===== src/rtl/utf16_to_utf8_transcoder_macros.svh =====
// Assertion macros shared by the transcoder RTL.
`ifndef UTF16_TO_UTF8_TRANSCODER_MACROS_SVH
`define UTF16_TO_UTF8_TRANSCODER_MACROS_SVH

// Condition must hold on every clock edge outside reset.
`define UTT_ASSERT_ALWAYS(lbl, expr) \
  lbl: assert property (@(posedge clk) disable iff (rst) (expr)) \
    else $error("transcoder check failed");

// Consequent must hold in the same cycle as the antecedent.
`define UTT_ASSERT_IMPLY(lbl, ante, cons) \
  lbl: assert property (@(posedge clk) disable iff (rst) (ante) |-> (cons)) \
    else $error("transcoder check failed");

`endif


===== src/rtl/utt_pkg.sv =====
// Types and constants for the UTF-16 to UTF-8 transcoder.
package utt_pkg;

  typedef struct packed {
    logic [15:0] code_unit;
    logic        last_unit;
  } unit_t;

  typedef struct packed {
    logic [7:0] out_byte;
    logic       byte_valid;
    logic       last_of_run;
    logic       end_of_string;
    logic [1:0] error_code;
  } result_t;

  // One decoded transaction for the byte emitter: bytes[0] goes first.
  typedef struct packed {
    logic [3:0][7:0] bytes;
    logic [1:0]      last_idx;
    logic            byte_valid;
    logic            end_of_string;
    logic [1:0]      error_code;
  } job_t;

  localparam logic [1:0] ERR_OK         = 2'd0;
  localparam logic [1:0] ERR_UNMATCHED  = 2'd1;
  localparam logic [1:0] ERR_BAD_PAIR   = 2'd2;
  localparam logic [1:0] ERR_EMBED_NULL = 2'd3;

  localparam logic [15:0] HIGH_FIRST = 16'hD800;
  localparam logic [15:0] HIGH_LAST  = 16'hDBFF;
  localparam logic [15:0] LOW_FIRST  = 16'hDC00;
  localparam logic [15:0] LOW_LAST   = 16'hDFFF;
  localparam logic [15:0] ONE_MAX    = 16'h007F;
  localparam logic [15:0] TWO_MAX    = 16'h07FF;

  localparam logic [10:0] PLANE_OFFSET = 11'd64;  // 0x10000 >> 10

  localparam logic [7:0] LEAD2     = 8'hC0;
  localparam logic [7:0] LEAD3     = 8'hE0;
  localparam logic [7:0] LEAD4     = 8'hF0;
  localparam logic [7:0] CONT_MARK = 8'h80;

  localparam logic [1:0] IDX_ONE   = 2'd0;
  localparam logic [1:0] IDX_TWO   = 2'd1;
  localparam logic [1:0] IDX_THREE = 2'd2;
  localparam logic [1:0] IDX_FOUR  = 2'd3;

  localparam int QUEUE_DEPTH = 2;

endpackage


===== src/rtl/utt_front.sv =====
// Front end: accepts code units, pairs surrogates and builds byte jobs.
module utt_front (
  input  logic           clk,
  input  logic           rst,
  input  logic           unit_valid,
  output logic           unit_stall,
  input  utt_pkg::unit_t unit_data,
  input  logic           q_full,
  output logic           q_push,
  output utt_pkg::job_t  q_data
);

  logic [9:0]  pending_high;
  logic [9:0]  pending_high_next;
  logic        have_pending;
  logic        have_pending_next;
  logic        accept;
  logic        emit;
  logic        is_high;
  logic        is_low;
  logic [15:0] cu;
  logic [10:0] plane;
  logic [20:0] cp;

  assign unit_stall = q_full;
  assign accept     = unit_valid && !q_full;
  assign q_push     = accept && emit;
  assign cu         = unit_data.code_unit;
  assign plane      = {1'b0, pending_high} + utt_pkg::PLANE_OFFSET;
  assign cp         = {plane[10:0], cu[9:0]};

  always_comb begin
    is_high = cu inside {[utt_pkg::HIGH_FIRST:utt_pkg::HIGH_LAST]};
    is_low  = cu inside {[utt_pkg::LOW_FIRST:utt_pkg::LOW_LAST]};
  end

  always_comb begin
    emit                 = 1'b1;
    pending_high_next    = pending_high;
    have_pending_next    = have_pending;
    q_data.bytes         = '0;
    q_data.last_idx      = utt_pkg::IDX_ONE;
    q_data.byte_valid    = 1'b1;
    q_data.end_of_string = unit_data.last_unit;
    q_data.error_code    = utt_pkg::ERR_OK;
    if (have_pending) begin
      pending_high_next = '0;
      have_pending_next = 1'b0;
      if (!is_low) begin
        q_data.byte_valid    = 1'b0;
        q_data.end_of_string = 1'b1;
        q_data.error_code    = utt_pkg::ERR_BAD_PAIR;
      end else begin
        q_data.bytes[0] = utt_pkg::LEAD4 | {5'd0, cp[20:18]};
        q_data.bytes[1] = utt_pkg::CONT_MARK | {2'd0, cp[17:12]};
        q_data.bytes[2] = utt_pkg::CONT_MARK | {2'd0, cp[11:6]};
        q_data.bytes[3] = utt_pkg::CONT_MARK | {2'd0, cp[5:0]};
        q_data.last_idx = utt_pkg::IDX_FOUR;
      end
    end else if (is_high) begin
      if (unit_data.last_unit) begin
        q_data.byte_valid    = 1'b0;
        q_data.end_of_string = 1'b1;
        q_data.error_code    = utt_pkg::ERR_UNMATCHED;
      end else begin
        emit              = 1'b0;
        pending_high_next = cu[9:0];
        have_pending_next = 1'b1;
      end
    end else if (is_low) begin
      q_data.byte_valid    = 1'b0;
      q_data.end_of_string = 1'b1;
      q_data.error_code    = utt_pkg::ERR_UNMATCHED;
    end else if (cu == '0) begin
      q_data.byte_valid    = 1'b0;
      q_data.end_of_string = 1'b1;
      if (!unit_data.last_unit) begin
        q_data.error_code = utt_pkg::ERR_EMBED_NULL;
      end
    end else if (cu <= utt_pkg::ONE_MAX) begin
      q_data.bytes[0] = cu[7:0];
    end else if (cu <= utt_pkg::TWO_MAX) begin
      q_data.bytes[0] = utt_pkg::LEAD2 | {3'd0, cu[10:6]};
      q_data.bytes[1] = utt_pkg::CONT_MARK | {2'd0, cu[5:0]};
      q_data.last_idx = utt_pkg::IDX_TWO;
    end else begin
      q_data.bytes[0] = utt_pkg::LEAD3 | {4'd0, cu[15:12]};
      q_data.bytes[1] = utt_pkg::CONT_MARK | {2'd0, cu[11:6]};
      q_data.bytes[2] = utt_pkg::CONT_MARK | {2'd0, cu[5:0]};
      q_data.last_idx = utt_pkg::IDX_THREE;
    end
  end

  always_ff @(posedge clk) begin
    if (rst) begin
      pending_high <= '0;
      have_pending <= 1'b0;
    end else if (accept) begin
      pending_high <= pending_high_next;
      have_pending <= have_pending_next;
    end
  end

endmodule


===== src/rtl/utt_queue.sv =====
// Short job queue between the front end and the byte emitter.
module utt_queue #(
  parameter int Depth = utt_pkg::QUEUE_DEPTH
) (
  input  logic          clk,
  input  logic          rst,
  input  logic          push,
  input  utt_pkg::job_t push_data,
  input  logic          pop,
  output utt_pkg::job_t head,
  output logic          not_empty,
  output logic          full
);

  localparam int PtrW = (Depth > 1) ? $clog2(Depth) : 1;
  localparam int CntW = $clog2(Depth + 1);
  localparam logic [PtrW-1:0] PtrLast = PtrW'(Depth - 1);
  localparam logic [CntW-1:0] CntFull = CntW'(Depth);

  utt_pkg::job_t         entries [Depth];
  logic [PtrW-1:0]       wr_ptr;
  logic [PtrW-1:0]       rd_ptr;
  logic [CntW-1:0]       count;

  assign head      = entries[rd_ptr];
  assign not_empty = (count != '0);
  assign full      = (count == CntFull);

  always_ff @(posedge clk) begin
    if (push) begin
      entries[wr_ptr] <= push_data;
    end
  end

  always_ff @(posedge clk) begin
    if (rst) begin
      wr_ptr <= '0;
      rd_ptr <= '0;
      count  <= '0;
    end else begin
      if (push) begin
        wr_ptr <= (wr_ptr == PtrLast) ? '0 : wr_ptr + 1'b1;
      end
      if (pop) begin
        rd_ptr <= (rd_ptr == PtrLast) ? '0 : rd_ptr + 1'b1;
      end
      if (push && !pop) begin
        count <= count + 1'b1;
      end else if (pop && !push) begin
        count <= count - 1'b1;
      end
    end
  end

endmodule


===== src/rtl/utt_back.sv =====
// Back end: walks a job one byte per cycle into the output register while res_stall is low.
module utt_back (
  input  logic             clk,
  input  logic             rst,
  input  utt_pkg::job_t    head,
  input  logic             not_empty,
  output logic             pop,
  output logic             res_valid,
  input  logic             res_stall,
  output utt_pkg::result_t res_data
);

  logic [1:0] idx;
  logic       load;
  logic       final_byte;

  assign load       = !res_valid || !res_stall;
  assign final_byte = (idx == head.last_idx);
  assign pop        = load && not_empty && final_byte;

  always_ff @(posedge clk) begin
    if (rst) begin
      res_valid <= 1'b0;
      idx       <= '0;
    end else if (load) begin
      res_valid <= not_empty;
      if (not_empty) begin
        idx <= final_byte ? '0 : idx + 1'b1;
      end
    end
  end

  always_ff @(posedge clk) begin
    if (load && not_empty) begin
      res_data.out_byte      <= head.bytes[idx];
      res_data.byte_valid    <= head.byte_valid;
      res_data.last_of_run   <= final_byte;
      res_data.end_of_string <= final_byte && head.end_of_string;
      res_data.error_code    <= head.error_code;
    end
  end

endmodule


===== src/rtl/utf16_to_utf8_transcoder.sv =====
// Top level of the UTF-16 to UTF-8 transcoder.
//
//   port group   dir  payload     meaning
//   unit_*       in   unit_t      one UTF-16 code unit, last-unit flag
//   res_*        out  result_t    one UTF-8 byte or a status transaction
//
// A code unit is taken in every cycle while the job queue has room.
// The emitter sends one result per cycle while res_stall is low: a basic-plane
// unit gives one to three results, a surrogate pair four over its two units,
// an error or end marker one. The emitter's byte walk sets the sustained rate.
// Synchronous reset clears the held surrogate, queue pointers and output valid.
// res_stall holds the output register; unit_stall rises only when the queue is full.
`include "utf16_to_utf8_transcoder_macros.svh"

module utf16_to_utf8_transcoder #(
  parameter int QueueDepth = utt_pkg::QUEUE_DEPTH
) (
  input  logic             clk,
  input  logic             rst,
  input  logic             unit_valid,
  output logic             unit_stall,
  input  utt_pkg::unit_t   unit_data,
  output logic             res_valid,
  input  logic             res_stall,
  output utt_pkg::result_t res_data
);

  utt_pkg::job_t push_job;
  utt_pkg::job_t head_job;
  logic          q_push;
  logic          q_pop;
  logic          q_full;
  logic          q_not_empty;

  utt_front u_front (
    .clk        (clk),
    .rst        (rst),
    .unit_valid (unit_valid),
    .unit_stall (unit_stall),
    .unit_data  (unit_data),
    .q_full     (q_full),
    .q_push     (q_push),
    .q_data     (push_job)
  );

  utt_queue #(
    .Depth (QueueDepth)
  ) u_queue (
    .clk       (clk),
    .rst       (rst),
    .push      (q_push),
    .push_data (push_job),
    .pop       (q_pop),
    .head      (head_job),
    .not_empty (q_not_empty),
    .full      (q_full)
  );

  utt_back u_back (
    .clk       (clk),
    .rst       (rst),
    .head      (head_job),
    .not_empty (q_not_empty),
    .pop       (q_pop),
    .res_valid (res_valid),
    .res_stall (res_stall),
    .res_data  (res_data)
  );

  `UTT_ASSERT_ALWAYS(a_no_overflow, !(q_push && q_full))
  `UTT_ASSERT_ALWAYS(a_no_underflow, !(q_pop && !q_not_empty))
  `UTT_ASSERT_IMPLY(a_err_no_byte,
                    res_valid && (res_data.error_code != utt_pkg::ERR_OK),
                    !res_data.byte_valid && res_data.last_of_run && res_data.end_of_string)
  `UTT_ASSERT_IMPLY(a_eos_ends_run, res_valid && res_data.end_of_string,
                    res_data.last_of_run)

endmodule

===== config.mk =====
export PLATFORM = sky130hd
export DESIGN_NAME = utf16_to_utf8_transcoder
export DESIGN_NICKNAME = d
export VERILOG_FILES = /design/src/rtl/utt_pkg.sv /design/src/rtl/utt_front.sv /design/src/rtl/utt_queue.sv /design/src/rtl/utt_back.sv /design/src/rtl/utf16_to_utf8_transcoder.sv
export VERILOG_INCLUDE_DIRS = /design/src /design/src/rtl
export SDC_FILE = /design/constraint.sdc
export NUM_CORES = 1
export LEC_CHECK = 0
export BUFFER_PORTS_ARGS = -buffer_cell sky130_fd_sc_hd__buf_2
export CAP_MARGIN = 20
export CORE_MARGIN = 8
export CORE_UTILIZATION = 42
export CTS_CLUSTER_DIAMETER = 200
export DETAILED_ROUTE_END_ITERATION = 7
export GPL_ROUTABILITY_DRIVEN = 0
export MAX_ROUTING_LAYER = met4
export PLACE_DENSITY_LB_ADDON = 0.08
export SLEW_MARGIN = 20
export SYNTH_ARGS = -nofsm -noshare
export SYNTH_HDL_FRONTEND = slang
export SYNTH_SLANG_ARGS = --single-unit

===== constraint.sdc =====
create_clock -name clk -period 5.66 [get_ports clk]
set_input_delay 0.566 -clock clk [delete_from_list [all_inputs] [get_ports clk]]
set_output_delay 0.566 -clock clk [all_outputs]
set_load 0.01 [all_outputs]

After elaboration in Yosys (flattened, before gate mapping)
Memory sizes are Yosys's and may differ from the RTL's. A register that Yosys moved wholly into a read port is not among the register bits. Index checks and enable logic that the tools add are counted.

Multiplexer cells: 37. Equal/unequal tests: 3. Magnitude comparators: 7. Reductions and logical operators: 21. $add $sub $neg: 6.

Operator list (number): two-way mux 26 bit (3); two-way mux 34 bit (1); >= comparator 16 bit (second input constant) (2); <= comparator 16 bit (second input constant) (2); two-way mux 16 bit (2); two-way mux 8 bit (4); two-way mux 10 bit (3); two-way mux 30 bit (1); two-way mux 4 bit (5); binary-select mux 8 bit (select 2 bit) (1); <= comparator 16 x 11 -> 1 bit (second input constant) (1); <= comparator 16 x 7 -> 1 bit (second input constant) (1); logical NOT 16 bit (1); two-way mux 1 bit (12); adder 10 x 7 -> 11 bit (second input constant) (1); two-way mux 2 bit (5); logical AND 1 bit (9); nonzero test 2 bit (3); logical NOT 1 bit (5); adder 2 x 1 -> 2 bit (second input constant) (2); less-than comparator 2 x 3 -> 1 bit (second input constant) (1); AND reduction 3 bit (1); adder 1 bit (second input constant) (2); == test 2 bit (1); 5 further kinds (5).

Output and inout port bits: 15. Flip-flop bits (word level): 31. Memories kept: 1. Logic and storage cells: 87. Input port bits: 21. Bits in writable memories: 76.

Memory list: u_queue.entries (words 2, bits a word 38, rd ports 1, clocked after memory_dff 1, write ports 1, RTL line utt_queue.sv:20) `utt_pkg::job_t entries [Depth];`.

Longest topological paths before layout
Gate-level depths: netlist (run 1).

Depth in word-level cells: 9. Mapped depth: 9. Gate-level depth less buffers: 8.

Cells and area by module
A second synthesis (run 1) with hierarchy kept.

Cell total of the unflattened synthesis: 315. Area total of the unflattened synthesis: 4718.3 um^2.

Modules (own cells, without submodules): utt_queue (area an instance 2955.3 um^2, times used 1, cells an instance 140); utt_front (area an instance 979.7 um^2, times used 1, cells an instance 130); utt_back (area an instance 783.3 um^2, times used 1, cells an instance 45).

Worst setup path before layout (run 1)
No wires, ideal clock.

Kind: input -> register. From: in res_stall. To: reg u_queue.count[1]. Data arrival time: 2.650 ns. Path slack: 2.939 ns. Cell stages on the path: 7. Required time: 5.590 ns. Path buffers: 1. Cell sequence: a2bb2oi_1 and3b_1 clkbuf_1 inv_1 ha_1 or3_1 a21oi_1.

Longest elaborated chain between the ends: 7. Elaborated cells between the ends (all ways): 9. Those cells by class: mux (1); reduce/logical (8).

RTL lines: start, declared (RTL line utf16_to_utf8_transcoder.sv:24) `input logic res_stall,`; logical NOT 1 bit (*) (RTL line utt_back.sv:17) `assign load = !res_valid || !res_stall;`; logical OR 1 bit (*) (RTL line utt_back.sv:17); logical AND 1 bit (*) (2 in a row) (RTL line utt_back.sv:19) `assign pop = load && not_empty && final_byte;`; logical NOT 1 bit (RTL line utt_queue.sv:47) `if (push && !pop) begin`; logical AND 1 bit (RTL line utt_queue.sv:47); two-way mux 2 bit / nonzero test 2 bit (equally long branches); end signal, assigned (RTL line utt_queue.sv:48) `count <= count + 1'b1;`; end signal, assigned (RTL line utt_queue.sv:50) `count <= count - 1'b1;`; end, declared (RTL line utt_queue.sv:23) `logic [CntW-1:0] count;`.

Every way passes the cells marked *; elsewhere a longest branch is shown, timed or not. A chain may end at the register's enable or synchronous reset.

==> impl_metrics.json, run 1 <==
{
  "outcome": "finished clean",
  "io_buffers": 35,
  "worstRegToRegCells": 8,
  "start_util": 0.428,
  "critical-path-top-delay-family": "flip-flops",
  "hold_slack_ps": 469,
  "fillCellCount": 932,
  "io_pins": 36,
  "numCtsBuffers": 9,
  "grt_pass1_wl_um": 15200,
  "dieArea_um2": 13900,
  "final_nets": 363,
  "skew_ps": 13.7,
  "grt_max_degree": 23,
  "htreeDepth": 3,
  "setup_tns_ps": 0,
  "cp_num_buf_inv": 2,
  "max_clock_freq_mhz": 338,
  "clockBufferDepth": 2,
  "grt_pass1_vias": 2763,
  "clock-sinks": 100,
  "drtIter0Drc": 218,
  "p_per_area_nw_per_um2": 419,
  "layout-drive-gt1-share": 0.252,
  "postRouteAntennaNets": 0,
  "cpMaxStageDelayCell": "dfxtp_1",
  "fin_crit_sh": 0.523,
  "cap_violations": 0,
  "power_leakage_nw": 1.62,
  "vias": 2650,
  "rows": 37,
  "antenna_found_initial": 0,
  "syn_to_final_growth_pct": 11.7,
  "synth_cell_types": 44,
  "crit_path_cell_trace": "buf_4 > mux2i_1 > xnor2_1 > and3b_1 > inv_1 > ha_1 > or3_1 > a21oi_1",
  "post-place-cells": 465,
  "grt_usage": 0.147,
  "die_w_um": 118,
  "max_stage_delay_ps": 850,
  "worst-slew-pin-transition_ps": 918,
  "core_um2": 10200,
  "antenna_cells": 0,
  "rsz0062_at_grt": "false",
  "rrSetupSlack_ps": 2700,
  "slew_headroom": 0.383,
  "hold_depth": 3,
  "crit_path_end_kind": "flip-flop",
  "required_ps": 5960,
  "totalPowerFinal_mw": 2.04,
  "cp-start-kind": "flip-flop",
  "syn_inst": 309,
  "hold_viol_final": 0,
  "crit_type": "flip-flop to flip-flop",
  "finalNonFillerCells": 481,
  "synth_edf_count": 81,
  "ys_ff_latch": 100,
  "report.final.setup_viol": 0,
  "finalMaxSlewViolations": 0,
  "cts_tree": "built",
  "r2r-end": "u_queue.count[1]",
  "post-route-min-period_ps": 2960,
  "ir_worst_vdd_v": 0.000257,
  "synthesis.nets": 332,
  "synth_ff_type": "edfxtp_1",
  "worst_slack_ps": 2700,
  "drc_errors": 0,
  "grt-ovfl-total": 0,
  "yosysSeqAreaShare": 0.645,
  "hold_buffers": 0,
  "async_flop_share": 0,
  "wire_per_inst_um": 20.0,
  "final_area_um2": 4870,
  "yosysWarnings": 0,
  "drt_wl_total_um": 9620,
  "insertion_delay_ps": 370,
  "cts-resized-gates": 0,
  "dp_hpwl_um": 6560,
  "cp_max_fo": 11,
  "die_h_um": 118,
  "min_from": "res_stall",
  "dpl_cell_area_um2": 4660,
  "place_ws_ps": 2520,
  "dr.pass1.iters": 4,
  "ctsRootBufferMaster": "clkbuf_8",
  "postSynthAreaPerCell_um2": 14.1,
  "hold_class": "input port to flip-flop",
  "post_cts.repair.setup_buffers": 0,
  "vias_per_cell": 5.51,
  "crit_arrival_ps": 3260,
  "path_clk_slew_ps": 90,
  "fin_util": 0.478,
  "min_to": "u_back.res_valid",
  "netlist_area_um2": 4360
}
-- how the worst max path moves through the flow --
stage	to	slack [ps]	cells after the start
final	u_queue.count[1]	2700	8
after global routing	u_queue.count[1]	2390	8
after CTS	u_queue.count[1]	2620	8
after detailed placement	u_queue.entries[0][11]	2520	6
after global placement	u_queue.entries[0][34]	2590	6
after floorplan	u_queue.count[1]	2940	7
-- state kept, by name, summed over array words and instances, names as in the netlist, named ones only --
name and cells:
u_back.idx 2, u_queue.wr_ptr 1, u_queue.count 2, u_back.res_valid 1, u_front.pending_high 10, u_back.res_data 13
u_queue.rd_ptr 1, u_front.have_pending 1, u_queue.entries 68
-- worst min-delay path, delay by kind of cell --
kind / cells / cell delay [ps]
buffers and inverters: 1 / 90
AOI/OAI and AO/OA: 1 / 60
and+or+nand+nor: 1 / 80
-- area by class of cell --
type | count | area (um^2) | share of cell area
inverters | 5 | 18.8 | 0.00385
flip-flops and latches | 100 | 2810 | 0.577
clock inverters | 7 | 91.3 | 0.0188
repair buffers | 39 | 205 | 0.0421
clock buffers | 9 | 124 | 0.0254
well taps | 136 | 170 | 0.0349
multi-input cells | 185 | 1450 | 0.297
-- metal layers --
metal	wire length, um	global-route usage	part of all wire	vias up
met4	291	0.0729	0.030	0
met2	4370	0.219	0.45	85
met3	475	0.0331	0.049	20
met1	4480	0.186	0.47	1288
met5	0	-	0	-
li1	-	-	-	1257
-- power breakdown --
group          switching, mW  leakage (nW)  internal [mW]  total [mW]
Clock                  0.241        0.0989          0.246       0.488
Sequential            0.0789         0.914          0.987        1.07
Combinational          0.264         0.604          0.222       0.486
-- cell usage in the layout (no fill, tap or decap), types with 2 or more instances in the layout --
master,count
edfxtp_1,81
and2_1,7
nand2_1,13
clkinv_1,2
nand3b_1,2
nand3_1,12
or4_1,3
mux4_2,13
buf_4,4
clkinvlp_4,3
bufinv_16,2
ha_1,2
nor3_1,8
buf_2,35
nor4_4,2
nor4b_1,4
xor2_1,5
inv_1,4
nor2b_1,5
a21o_1,3
o21ai_0,25
xnor2_1,3
mux2i_1,4
a211oi_1,2
dfxtp_1,19
clkbuf_8,9
nor2_1,9
mux2_2,13
a21oi_1,23
o22ai_1,4
or3_1,3
o21ai_1,2
a22o_1,5
-- synthesized netlist by cell type (7+ instances only) --
master / n / area share
nor2_1: 9 / 0.0077
nand2_1: 13 / 0.011
nor3_1: 8 / 0.0092
clkbuf_1: 9 / 0.0077
dfxtp_1: 19 / 0.087
a21oi_1: 23 / 0.026
nand3_1: 12 / 0.014
mux2_2: 13 / 0.034
edfxtp_1: 81 / 0.56
and2_1: 7 / 0.010
buf_2: 7 / 0.0080
mux4_2: 13 / 0.067
o21ai_0: 25 / 0.029
-- cells by family after synthesis --
logic type | Yosys count | share of synthesized area
flops | 100 | 0.645
simple gates | 74 | 0.0998
compound gates | 71 | 0.0993
mux | 30 | 0.110
buf+inv | 24 | 0.0244
xor+xnor | 8 | 0.0161
fa+ha+maj | 2 | 0.00574
(Power assumes the default switching activity.)
==> run 2: changes to the inputs <==
==> constraint.sdc (replaced) <==
create_clock -name clk -period 2.54 [get_ports clk]
set_input_delay 0.254 -clock clk [delete_from_list [all_inputs] [get_ports clk]]
set_output_delay 0.254 -clock clk [all_outputs]
set_load 0.01 [all_outputs]
==> impl_metrics.json, run 2 (same netlist as run 1, synthesis figures left out) <==
{
  "cts-resized-gates": 0,
  "clockBufferDepth": 2,
  "post_cts.repair.setup_buffers": 0,
  "cap_violations": 0,
  "grt_max_degree": 35,
  "numCtsBuffers": 9,
  "setup_tns_ps": 0,
  "skew_ps": 9.38,
  "hold_slack_ps": 169,
  "outcome": "finished clean",
  "io_buffers": 35,
  "min_from": "res_stall",
  "clock-sinks": 100,
  "grt_usage": 0.154,
  "drc_errors": 0,
  "slew_headroom": 0.472,
  "final_nets": 375,
  "wire_per_inst_um": 20.7,
  "grt_pass1_wl_um": 16000,
  "antenna_cells": 0,
  "max_stage_delay_ps": 450,
  "min_to": "u_back.res_valid",
  "hold_class": "input port to flip-flop",
  "rsz0062_at_grt": "false",
  "reg_top3": "u_queue.entries (68), u_back.res_data (13), u_front.pending_high (10)",
  "layout_common_cells": "edfxtp_1 (81), buf_2 (35), o21ai_0 (25)",
  "io_pins": 36,
  "cp-start-kind": "flip-flop",
  "rrSetupSlack_ps": 320,
  "cp_num_buf_inv": 1,
  "fin_crit_sh": 0.874,
  "cts_tree": "built",
  "crit_type": "flip-flop to flip-flop",
  "finalMaxSlewViolations": 0,
  "critical-path-top-delay-family": "simple AND/OR/NAND/NOR gates",
  "finalNonFillerCells": 493,
  "regMostFlops": "u_queue.entries",
  "totalPowerFinal_mw": 4.75,
  "rows": 37,
  "hold_viol_final": 0,
  "postRouteAntennaNets": 0,
  "report.final.setup_viol": 0,
  "cp_max_fo": 5,
  "htreeDepth": 3,
  "crit_path_cell_trace": "mux2i_1 > xnor2_1 > and3b_1 > inv_1 > ha_1 > or3_1 > a21oi_1",
  "core_um2": 10200,
  "dieArea_um2": 13900,
  "crit_arrival_ps": 2510,
  "drtIter0Drc": 187,
  "required_ps": 2830,
  "hold_buffers": 0,
  "start_util": 0.428,
  "worstRegToRegCells": 7,
  "dp_hpwl_um": 6820,
  "layout-drive-gt1-share": 0.275,
  "grt_pass1_vias": 2706,
  "hold_depth": 3,
  "largest_register_ff_count": 68,
  "cpMaxStageDelayCell": "dfxtp_1",
  "path_clk_slew_ps": 90,
  "die_h_um": 118,
  "power_leakage_nw": 1.71,
  "dr.pass1.iters": 4,
  "ctsRootBufferMaster": "clkbuf_8",
  "drt_wl_total_um": 10200,
  "max_clock_freq_mhz": 450,
  "vias": 2755,
  "post-route-min-period_ps": 2220,
  "post-place-cells": 477,
  "path_depth": 7,
  "ir_worst_vdd_v": 0.000527,
  "worst-slew-pin-transition_ps": 790,
  "crit_path_end_kind": "flip-flop",
  "final_common_cell": "edfxtp_1",
  "grt-ovfl-total": 0,
  "p_per_area_nw_per_um2": 947,
  "antenna_found_initial": 0,
  "syn_to_final_growth_pct": 14.9,
  "insertion_delay_ps": 360,
  "vias_per_cell": 5.59,
  "die_w_um": 118,
  "r2r-end": "u_queue.count[1]"
}
-- run 2: metal layers --
layer / global-route usage / vias to the layer above / wire (um) / part of all wire
met5: - / - / 0 / 0
met4: 0.0616 / 0 / 188 / 0.018
met3: 0.0235 / 15 / 393 / 0.038
met2: 0.240 / 53 / 4970 / 0.49
met1: 0.199 / 1404 / 4670 / 0.46
li1: - / 1283 / - / -
-- run 2: cell type report --
type / count / area, um^2
Inverter: 5 / 18.8
Fill cell: 931 / 5170
Sequential cell: 100 / 2810
Timing Repair Buffer: 51 / 320
Multi-Input combinational cell: 185 / 1450
Tap cell: 136 / 170
Clock buffer: 10 / 128
Clock inverter: 6 / 111
-- run 2: worst register-to-register path, delay by kind of cell (launching register included) --
family,cells,cell delay [ps]
flops,1,450
compound gates,1,150
buf+inv,1,70
fa+ha+maj,1,310
simple gates,2,720
mux,1,340
xor+xnor,1,120
-- run 2: how the worst max path moves through the flow --
stage                        to
4_1_cts        u_queue.count[1]
2_1_floorplan  u_queue.count[1]
3_3_place_gp   u_queue.count[1]
5_1_grt        u_queue.count[1]
3_5_place_dp   u_queue.count[1]
6_report       u_queue.count[1]
-- run 2: where the power goes --
group	internal [mW]	total, mW	leakage, nW	switching (mW)
Combinational	0.543	1.25	0.678	0.703
Clock	0.657	1.20	0.119	0.539
Sequential	2.20	2.30	0.914	0.106
Total	3.40	4.75	1.71	1.35
-- run 2: per-stage QoR --
stage               setup slack, ps  instance area, um^2   util
floorplan                       301                 4370      -
global placement                377                 4770  0.468
detailed placement              315                 4770  0.468
CTS                             280                 5010  0.492
global route                    151                 5010  0.492
finish                          319                 5010  0.492
==> run 3: changes to the inputs <==
--- a/config.mk
+++ b/config.mk
@@ -8,9 +8,12 @@
 export LEC_CHECK = 0
 export BUFFER_PORTS_ARGS = -buffer_cell sky130_fd_sc_hd__buf_2
 export CAP_MARGIN = 20
+export CELL_PAD_IN_SITES_DETAIL_PLACEMENT = 0
+export CELL_PAD_IN_SITES_GLOBAL_PLACEMENT = 1
 export CORE_MARGIN = 8
 export CORE_UTILIZATION = 42
 export CTS_CLUSTER_DIAMETER = 200
+export CTS_CLUSTER_SIZE = 25
 export DETAILED_ROUTE_END_ITERATION = 7
 export GPL_ROUTABILITY_DRIVEN = 0
 export MAX_ROUTING_LAYER = met4
==> constraint.sdc (replaced) <==
create_clock -name clk -period 2.2 [get_ports clk]
set_input_delay 0.22 -clock clk [delete_from_list [all_inputs] [get_ports clk]]
set_output_delay 0.22 -clock clk [all_outputs]
set_load 0.01 [all_outputs]
==> impl_metrics.json, run 3 (same netlist as run 1, synthesis figures left out) <==
{
  "dieArea_um2": 13900,
  "path_clk_slew_ps": 100,
  "layout-drive-gt1-share": 0.285,
  "vias_per_cell": 5.49,
  "cts_tree": "built",
  "layout_common_cells": "edfxtp_1 (81), buf_2 (35), o21ai_0 (25)",
  "cp_max_fo": 3,
  "post_cts.repair.setup_buffers": 0,
  "insertion_delay_ps": 350,
  "cp-start-kind": "flip-flop",
  "final_nets": 380,
  "core_um2": 10200,
  "grt_usage": 0.151,
  "rows": 37,
  "io_buffers": 35,
  "syn_to_final_growth_pct": 14.9,
  "htreeDepth": 3,
  "final_common_cell": "edfxtp_1",
  "p_per_area_nw_per_um2": 1050,
  "io_pins": 36,
  "report.final.setup_viol": 0,
  "comb_power_share": 0.272,
  "crit_type": "flip-flop to flip-flop",
  "rsz0062_at_grt": "false",
  "drt_wl_total_um": 9840,
  "dr.pass1.iters": 4,
  "reg_top3": "u_queue.entries (68), u_back.res_data (13), u_front.pending_high (10)",
  "power_leakage_nw": 1.71,
  "fin_crit_sh": 0.921,
  "internal-power_mw": 3.71,
  "totalPowerFinal_mw": 5.25,
  "numCtsBuffers": 9,
  "dp_hpwl_um": 6790,
  "hold_class": "input port to flip-flop",
  "worst-slew-pin-transition_ps": 388,
  "skew_ps": 7.35,
  "drc_errors": 0,
  "min_from": "res_stall",
  "pwr-share-seq": 0.507,
  "drtIter0Drc": 151,
  "switching_share": 0.293,
  "die_h_um": 118,
  "largest_register_ff_count": 68,
  "grt_max_degree": 35,
  "setup_tns_ps": 0,
  "rrSetupSlack_ps": 170,
  "ctsRootBufferMaster": "clkbuf_8",
  "crit_path_end_kind": "flip-flop",
  "die_w_um": 118,
  "grt_pass1_wl_um": 15800,
  "antenna_cells": 0,
  "cts-resized-gates": 0,
  "slew_headroom": 0.741,
  "antenna_found_initial": 0,
  "grt-ovfl-total": 0,
  "clockPowerShare": 0.221,
  "crit_arrival_ps": 2320,
  "regMostFlops": "u_queue.entries",
  "start_util": 0.428,
  "fillCellCount": 959,
  "wire_per_inst_um": 19.8,
  "max_clock_freq_mhz": 494,
  "ir_worst_vdd_v": 0.000487,
  "post-route-min-period_ps": 2030,
  "postRouteAntennaNets": 0,
  "hold_viol_final": 0,
  "switching_power_mw": 1.54,
  "grt_pass1_vias": 2838,
  "cap_violations": 0,
  "hold_buffers": 0,
  "required_ps": 2490,
  "vias": 2734,
  "outcome": "finished clean",
  "clock-sinks": 100,
  "clockBufferDepth": 2,
  "finalMaxSlewViolations": 0
}
run 3: changes by cell type in the layout (fill, tap and decap cells not counted):
cell	change
a2bb2oi_4	+1
clkinv_2	+1
buf_4	+5
bufinv_16	-2
a2bb2oi_2	-1
clkinvlp_4	+1
run 3: critical path, stage by stage, from the launching register on:
cell and delay [ps]:
dfxtp_1 400, mux2i_1 290, xnor2_1 140, and3b_1 260
inv_1 60, ha_1 310, or3_1 370, a21oi_1 130
run 3: area by class of cell:
cell class / count / area [um^2] / share of cell area
Timing Repair Buffer: 56 / 358 / 0.0714
Inverter: 5 / 18.8 / 0.00375
Tap cell: 136 / 170 / 0.0340
Clock buffer: 10 / 128 / 0.0255
Clock inverter: 6 / 63.8 / 0.0127
Sequential cell: 100 / 2810 / 0.561
Multi-Input combinational cell: 185 / 1460 / 0.291
run 3: layer usage:
layer | global-route usage | share of wire | vias to the layer above
met3 | 0.0288 | 0.036 | 10
met1 | 0.204 | 0.49 | 1374
met2 | 0.227 | 0.46 | 60
met4 | 0.0432 | 0.0091 | 0
met5 | - | 0 | -
li1 | - | - | 1290
run 3: per-stage QoR:
stage	setup slack, ps	std cells	area [um^2]	util	hold WS (ps)
2_1_floorplan	-2.79	309	4380	-	368
3_3_place_gp	141	482	4820	0.473	468
3_5_place_dp	64.6	482	4820	0.473	481
4_1_cts	175	498	5010	0.492	134
5_1_grt	11.9	498	5010	0.492	132
6_report	174	498	5010	0.492	147
run 3: final timing paths:
kind              cells past startpoint          endpoint
setup / recovery                      7  u_queue.count[1]
setup reg to reg                      7  u_queue.count[1]
hold / removal                        3  u_back.res_valid
hold reg to reg                       2    u_queue.wr_ptr
run 3: power by group through the flow:
stage | Combinational, mW | Sequential [mW] | Clock [mW]
2_1_floorplan | 0.869 | 2.77 | 0
3_3_place_gp | 1.45 | 2.70 | 0
3_5_place_dp | 1.46 | 2.71 | 0
4_1_cts | 1.47 | 2.67 | 1.19
5_1_grt | 1.58 | 2.70 | 1.27
6_report | 1.43 | 2.66 | 1.16
